===== config.mk =====
export PLATFORM = sky130hd
export DESIGN_NAME = tssd_queue
export DESIGN_NICKNAME = d
export VERILOG_FILES = /design/src/rtl/tssd_pkg.sv /design/src/rtl/tssd_queue.sv
export SDC_FILE = /design/constraint.sdc
export NUM_CORES = 1
export LEC_CHECK = 0
export BUFFER_PORTS_ARGS = -buffer_cell sky130_fd_sc_hd__buf_2
export CAP_MARGIN = 20
export CELL_PAD_IN_SITES_DETAIL_PLACEMENT = 0
export CELL_PAD_IN_SITES_GLOBAL_PLACEMENT = 1
export CORE_MARGIN = 1
export CORE_UTILIZATION = 30
export DETAILED_ROUTE_END_ITERATION = 8
export GPL_ROUTABILITY_DRIVEN = 0
export PLACE_DENSITY_LB_ADDON = 0.05
export SLEW_MARGIN = 20
export SYNTH_ARGS = -nofsm -noshare
export SYNTH_HDL_FRONTEND = slang
export SYNTH_SLANG_ARGS = --single-unit

===== constraint.sdc =====
create_clock -name i_clk -period 2.94 [get_ports i_clk]
set_clock_uncertainty 0.15 [all_clocks]
set_input_delay 0.147 -clock i_clk [delete_from_list [all_inputs] [get_ports i_clk]]
set_output_delay 0.147 -clock i_clk [all_outputs]
set_load 0.01 [all_outputs]

===== src/rtl/tssd_pkg.sv =====
// shared types, constants and the crc-8 step for the scratchpad decoder
// no dependencies; every other file imports this package
`default_nettype none

package tssd_pkg;

    localparam int unsigned FRAME_BYTES = 9;
    localparam int unsigned IDX_W       = 4;
    localparam int unsigned LAST_IDX    = FRAME_BYTES - 1;

    localparam logic [7:0] CRC_POLY_REFL = 8'h8C;

    localparam logic [7:0] RES_CODE_9  = 8'h1F;
    localparam logic [7:0] RES_CODE_10 = 8'h3F;
    localparam logic [7:0] RES_CODE_11 = 8'h5F;
    localparam logic [7:0] RES_CODE_12 = 8'h7F;

    localparam logic [9:0] SCALE_9  = 10'd500;
    localparam logic [9:0] SCALE_10 = 10'd250;
    localparam logic [9:0] SCALE_11 = 10'd125;
    // 625/10 is 125/2: multiply by 125 and drop one bit
    localparam logic [9:0] SCALE_12 = 10'd125;

    localparam int unsigned MDEG_W      = 22;
    localparam int unsigned QUEUE_DEPTH = 2;
    localparam int unsigned QPTR_W      = 1;
    localparam int unsigned QCNT_W      = 2;

    typedef enum logic [1:0] {
        ST_OK  = 2'd0,
        ST_CRC = 2'd1,
        ST_RES = 2'd2
    } t_status;

    // one finished frame handed from the front end to the scaler
    typedef struct packed {
        logic        crc_ok;
        logic [7:0]  res_byte;
        logic [15:0] raw;
    } t_job;

    function automatic logic [7:0] crc8_update(input logic [7:0] acc_in,
                                               input logic [7:0] data_in);
        logic [7:0] acc;
        logic [7:0] d;
        logic       mix;
        acc = acc_in;
        d   = data_in;
        for (int k = 0; k < 8; k++) begin
            mix = acc[0] ^ d[0];
            acc = acc >> 1;
            if (mix) begin
                acc = acc ^ CRC_POLY_REFL;
            end
            d = d >> 1;
        end
        return acc;
    endfunction

endpackage

`default_nettype wire


===== src/rtl/tssd_queue.sv =====
// two-entry job queue between front end and scaler
// depends on tssd_pkg
`default_nettype none

module tssd_queue import tssd_pkg::*; (
    input  wire logic  i_clk,
    input  wire logic  i_rst_n,
    input  wire logic  i_push,
    input  t_job       i_push_data,
    output logic       o_full,
    input  wire logic  i_pop,
    output t_job       o_pop_data,
    output logic       o_empty
);

    t_job              r_mem [QUEUE_DEPTH];
    logic [QPTR_W-1:0] r_wr_ptr;
    logic [QPTR_W-1:0] r_rd_ptr;
    logic [QCNT_W-1:0] r_count;

    assign o_full     = (r_count == QCNT_W'(QUEUE_DEPTH));
    assign o_empty    = (r_count == '0);
    assign o_pop_data = r_mem[r_rd_ptr];

    always_ff @(posedge i_clk) begin
        if (i_push) begin
            r_mem[r_wr_ptr] <= i_push_data;
        end
    end

    always_ff @(posedge i_clk) begin
        if (!i_rst_n) begin
            r_wr_ptr <= '0;
            r_rd_ptr <= '0;
            r_count  <= '0;
        end else begin
            if (i_push) begin
                r_wr_ptr <= r_wr_ptr + QPTR_W'(1);
            end
            if (i_pop) begin
                r_rd_ptr <= r_rd_ptr + QPTR_W'(1);
            end
            if (i_push && !i_pop) begin
                r_count <= r_count + QCNT_W'(1);
            end else if (i_pop && !i_push) begin
                r_count <= r_count - QCNT_W'(1);
            end
        end
    end

    a_no_overflow: assert property (@(posedge i_clk) disable iff (!i_rst_n)
        i_push |-> !o_full || i_pop)
        else $error("job pushed into full queue");

    a_no_underflow: assert property (@(posedge i_clk) disable iff (!i_rst_n)
        i_pop |-> !o_empty)
        else $error("job popped from empty queue");

endmodule

`default_nettype wire


# After elaboration in Yosys (flattened, before gate mapping)
# Memories as Yosys holds them, arrays and structs flattened. A register that Yosys moved wholly into a read port is not among the register bits.
# Index checks and enable logic that the tools add are counted.
classes:
  n_reduce_logical: 6
  add_sub_neg: 4
  n_eq_ne: 1
  muxes: 6
ops:
  columns: ["op", "n"]
  rows:
  - ["2-to-1 mux 1 bit", 4]
  - ["2-to-1 mux 2 bit", 2]
  - ["adder 1 bit (second input constant)", 2]
  - ["adder 2 x 1 -> 2 bit (second input constant)", 1]
  - ["== test 2 bit (second input constant)", 1]
  - ["logical AND 1 bit", 2]
  - ["logical NOT 1 bit", 2]
  - ["logical NOT 2 bit", 1]
  - ["nonzero test 2 bit", 1]
  - ["subtractor 2 x 1 -> 2 bit (second input constant)", 1]
totals:
  memories: 1
  word_cells: 21
  ram_bits: 50
  out_inout_bits: 27
  register_bits: 4
mem_list:
  columns: ["memory", "depth", "width", "rd", "rd_clocked_by_memory_dff", "wr", "line_no", "rtl"]
  rows:
  - ["r_mem", 2, 25, 1, 1, 1, "tssd_queue.sv:16", "t_job r_mem [QUEUE_DEPTH];"]

# Logic depth before layout (Yosys ltp)
logic_depth:
  word_depth: 4
  mapped_depth: 5
  ltp_nobuf: 5

# Worst setup path after synthesis
# Ideal clock, no wire load.
synth_path:
  kind: "reg2reg"
  startpoint: "register r_wr_ptr"
  endpoint: "memory r_mem[0][0] (netlist name) (enable)"
  arrival_time_ns: 1.471
  required_ns: 2.379
  setup_slack_ns: 0.908
  path_stages_with_launch: 2
  cell_sequence: "dfxtp_1 > nor2b_1"
synth_rtl:
  columns: ["element", "line_no", "rtl"]
  rows:
  - ["start: declaration", "tssd_queue.sv:17", "logic [QPTR_W-1:0] r_wr_ptr;"]
  - ["start signal: assignment", "tssd_queue.sv:38", "r_wr_ptr <= r_wr_ptr + QPTR_W'(1);"]
  - ["end: declaration", "tssd_queue.sv:16", null]
# Straight into the memory's write port.

==> run_results.csv <==
group,metric,value,unit
outcome,outcome,"finished, violations left",
outcome,violations_in_the_final_reports,"DRC",
sta,setup_slack,0.937,ns
worst_setup_path,end_kind,"output pin",
sta,timing.final.crit_share,68.1,%
pwr,peakVddDrop,0.211,mV
grt,first_pass_grt_wire_length,5780,um
sta,max_slew.worst_pin.slew,0.591,ns
die,initial_core_util,31.5,%
pwr,switching_power,0.000327,W
clock_tree,post_cts_gate_resize_count,0,
pwr,power_frac_clock,25.3,%
grt,antenna_found_initial,0,
worst_setup_path,critical_path.max_stage_delay,0.63,ns
clock_tree,cts.repair_timing.setup_buffer_count,0,
placement,preCtsSetupSlack,1.21,ns
finish,layout.core_utilization,42.8,%
synthesis,ys_warn_count,0,
grt,grt_total_usage,10.9,%
placement,numPortBuffers,55,
sta,layout_min_cycle_time,2.00,ns
synthesis,mappedNetlistArea,2020,um2
sta,timing_max_transition_violations_final,0,
worst_setup_path,criticalPathCategory,"reg -> out",
synthesis,ys_ff_latch,55,
finish,layout.nets,219,
synthesis,netlist_instances,100,
clock_tree,cts_max_path_buffers,2,
routing,avgRoutedWirePerCell,13.2,um
die,die_height,84.1,um
synthesis,synthesis.nets,130,
synthesis,ys_types,17,
routing,drt_iter0_markers,51,
sta,setup_total_negative_slack,0,ns
routing,num_vias,1139,
clock_tree,cts.clk_slew.worst_paths,0.09,ns
placement,placed_area,2410,um2
clock_tree,tritoncts.num_buffers,5,
pwr,seq_power_share,61.0,%
clock_tree,tritoncts,"yes",
pwr,cellPowerDensity,548,nW/um2
grt,overflow,0,
sta,max-slew-margin-rel,60.4,%
worst_setup_path,critical_path.slowest_cell,"sky130_fd_sc_hd__dfxtp_1",
clock_tree,clkSinkCount,55,
worst_setup_path,crit_family,"flip-flops",
clock_tree,clk_root_buffer_cell,"sky130_fd_sc_hd__clkbuf_8",
pwr,cellInternalPower,0.00118,W
worst_setup_path,arrival_time_worst_endpoint,1.71,ns
sta,fmaxAchievable,499,MHz
pwr,post-layout-total-power,0.00151,W
finish,sequential_cell_area,1600,um2
die,die-area,7070,um2
worst_setup_path,critPathBufInv,2,
die,die-width,84.1,um
routing,postRouteWirelength,3510,um
pwr,leakagePower,1.05,nW
routing,first_pass_iters,6,
die,floorplan.rows,29,
sta,setup_violations,0,
finish,nFillCells,619,
finish,drive_above_1_share,47.9,%
routing,vias_per_cell,4.27,
finish,finalInstanceArea,2750,um2
worst_setup_path,worst_ep_required_time,2.64,ns
sta,final-hold-violation-count,0,
worst_setup_path,critical_path.cell_chain,"buf_4, mux2_2, buf_2",
pwr,power_switching_share,21.7,%
routing,ant_nets,0,
grt,first_global_vias,1262,
synthesis,synth_seq_area_share,79.2,%
clock_tree,cts.hold.buffers_added,26,
finish,multiInputGateArea,399,um2
routing,remaining_drc_errors,10,
clock_tree,h-tree-depth,2,
finish,area.growth.synth_to_final,35.8,%
pwr,power.share.combinational,13.8,%
grt,grt_start_max_net_pins,26,
hold_path,hold_path_class,"in -> reg",
synthesis,post_synth.cell_area_avg,20.2,um2
die,floorplan.core_area,6420,um2
clock_tree,skew_pair_late_insertion_delay,0.29,ns
finish,antenna_cells,0,
flow_run,max_cap_violations,0,
worst_setup_path,worst_setup_path_start_kind,"flip-flop",
worst_setup_path,timing.critical_path.fanout_max,11,
placement,place_hpwl,2410,um
die,boundaryPins,56,
sta,grt_setup_unrepaired,"false",
-- final timing paths --
check        depth (start not counted)        endpoint  slack [ns]        from
max                                  3  o_pop_data[13]        0.94   flip-flop
min                                  3        r_wr_ptr        0.04      i_push
max reg2reg                          2    r_mem[0][21]        1.29    r_wr_ptr
min reg2reg                          2      r_count[1]        0.37  r_count[1]
-- worst min-delay path: stages --
cell                      delay, ns
sky130_fd_sc_hd__buf_2         0.11
sky130_fd_sc_hd__nor2b_1       0.05
sky130_fd_sc_hd__o21a_1        0.15
-- cells in the mapped netlist, drive strengths merged --
library cell,instances,area share [%]
ha,1,0.62
buf,3,0.99
mux2,25,14
nor2b,2,0.62
xnor2,1,0.43
inv,1,0.19
or3,1,0.31
edfxtp,50,74
o21ai,1,0.25
o21a,1,0.37
and2,4,1.2
xor2,2,0.87
nor2,1,0.19
a21boi,1,0.37
and2b,1,0.43
dfxtp,5,5.0
-- state kept, by name, summed over array words and instances (netlist names), named ones only --
register / cells
r_wr_ptr: 1
r_rd_ptr: 1
r_count: 2
r_mem: 50
-- metal layers --
metal / vias up / wire length (um) / track usage (%)
met5: - / 0 / 0
met4: 0 / 22 / 3.76
met3: 2 / 180 / 3.76
met2: 31 / 1900 / 20.6
met1: 549 / 1410 / 11.0
li1: 557 / - / -
-- layout by cell type (no fill, tap or decap), drive strengths merged --
master	netlist	final
o21a	1	1
nor2	1	1
buf	3	59
edfxtp	50	50
o21ai	1	1
ha	1	1
and2	4	4
clkinv	0	2
inv	1	1
xnor2	1	1
dlygate4sd3	0	26
a21boi	1	1
and2b	1	1
dfxtp	5	5
xor2	2	2
clkbuf	0	6
nor2b	2	2
mux2	25	25
or3	1	1
-- area by class of cell --
| class | count | area share [%] |
|---|---|---|
| Sequential cell | 55 | 58.3 |
| Tap cell | 77 | 3.51 |
| Multi-Input combinational cell | 41 | 14.5 |
| Timing Repair Buffer | 85 | 20.6 |
| Inverter | 1 | 0.137 |
| Clock inverter | 2 | 0.273 |
| Clock buffer | 6 | 2.64 |
-- cell families (layout without fill, tap and decap cells) --
group | after synthesis | in the layout | share of synthesized area (%)
XOR/XNOR | 3 | 3 | 1.30
buffers and inverters | 4 | 94 | 1.18
flip-flops | 55 | 55 | 79.2
adder cells (fa/ha/maj) | 1 | 1 | 0.619
multiplexers | 25 | 25 | 13.9
AND/OR/NAND/NOR | 9 | 9 | 2.78
AO/OA/AOI/OAI | 3 | 3 | 0.990
-- power groups by stage --
| stage | clock, W | sequential (W) | combinational [W] |
|---|---|---|---|
| CTS | 0.000403 | 0.000919 | 0.000213 |
| global route | 0.000432 | 0.000923 | 0.000227 |
| finish | 0.000381 | 0.000918 | 0.000207 |
| floorplan | 0 | 0.000927 | 0.000111 |
| global placement | 0 | 0.000934 | 0.000182 |
| detailed placement | 0 | 0.000937 | 0.000185 |
-- stage by stage --
stage | hold WS, ns | instances
after global routing | 0.0406 | 267
after global placement | 0.186 | 233
after floorplan | 0.0959 | 100
final | 0.0438 | 267
after CTS | 0.0318 | 267
after detailed placement | 0.190 | 233
Power figures use the tool's default switching activity.
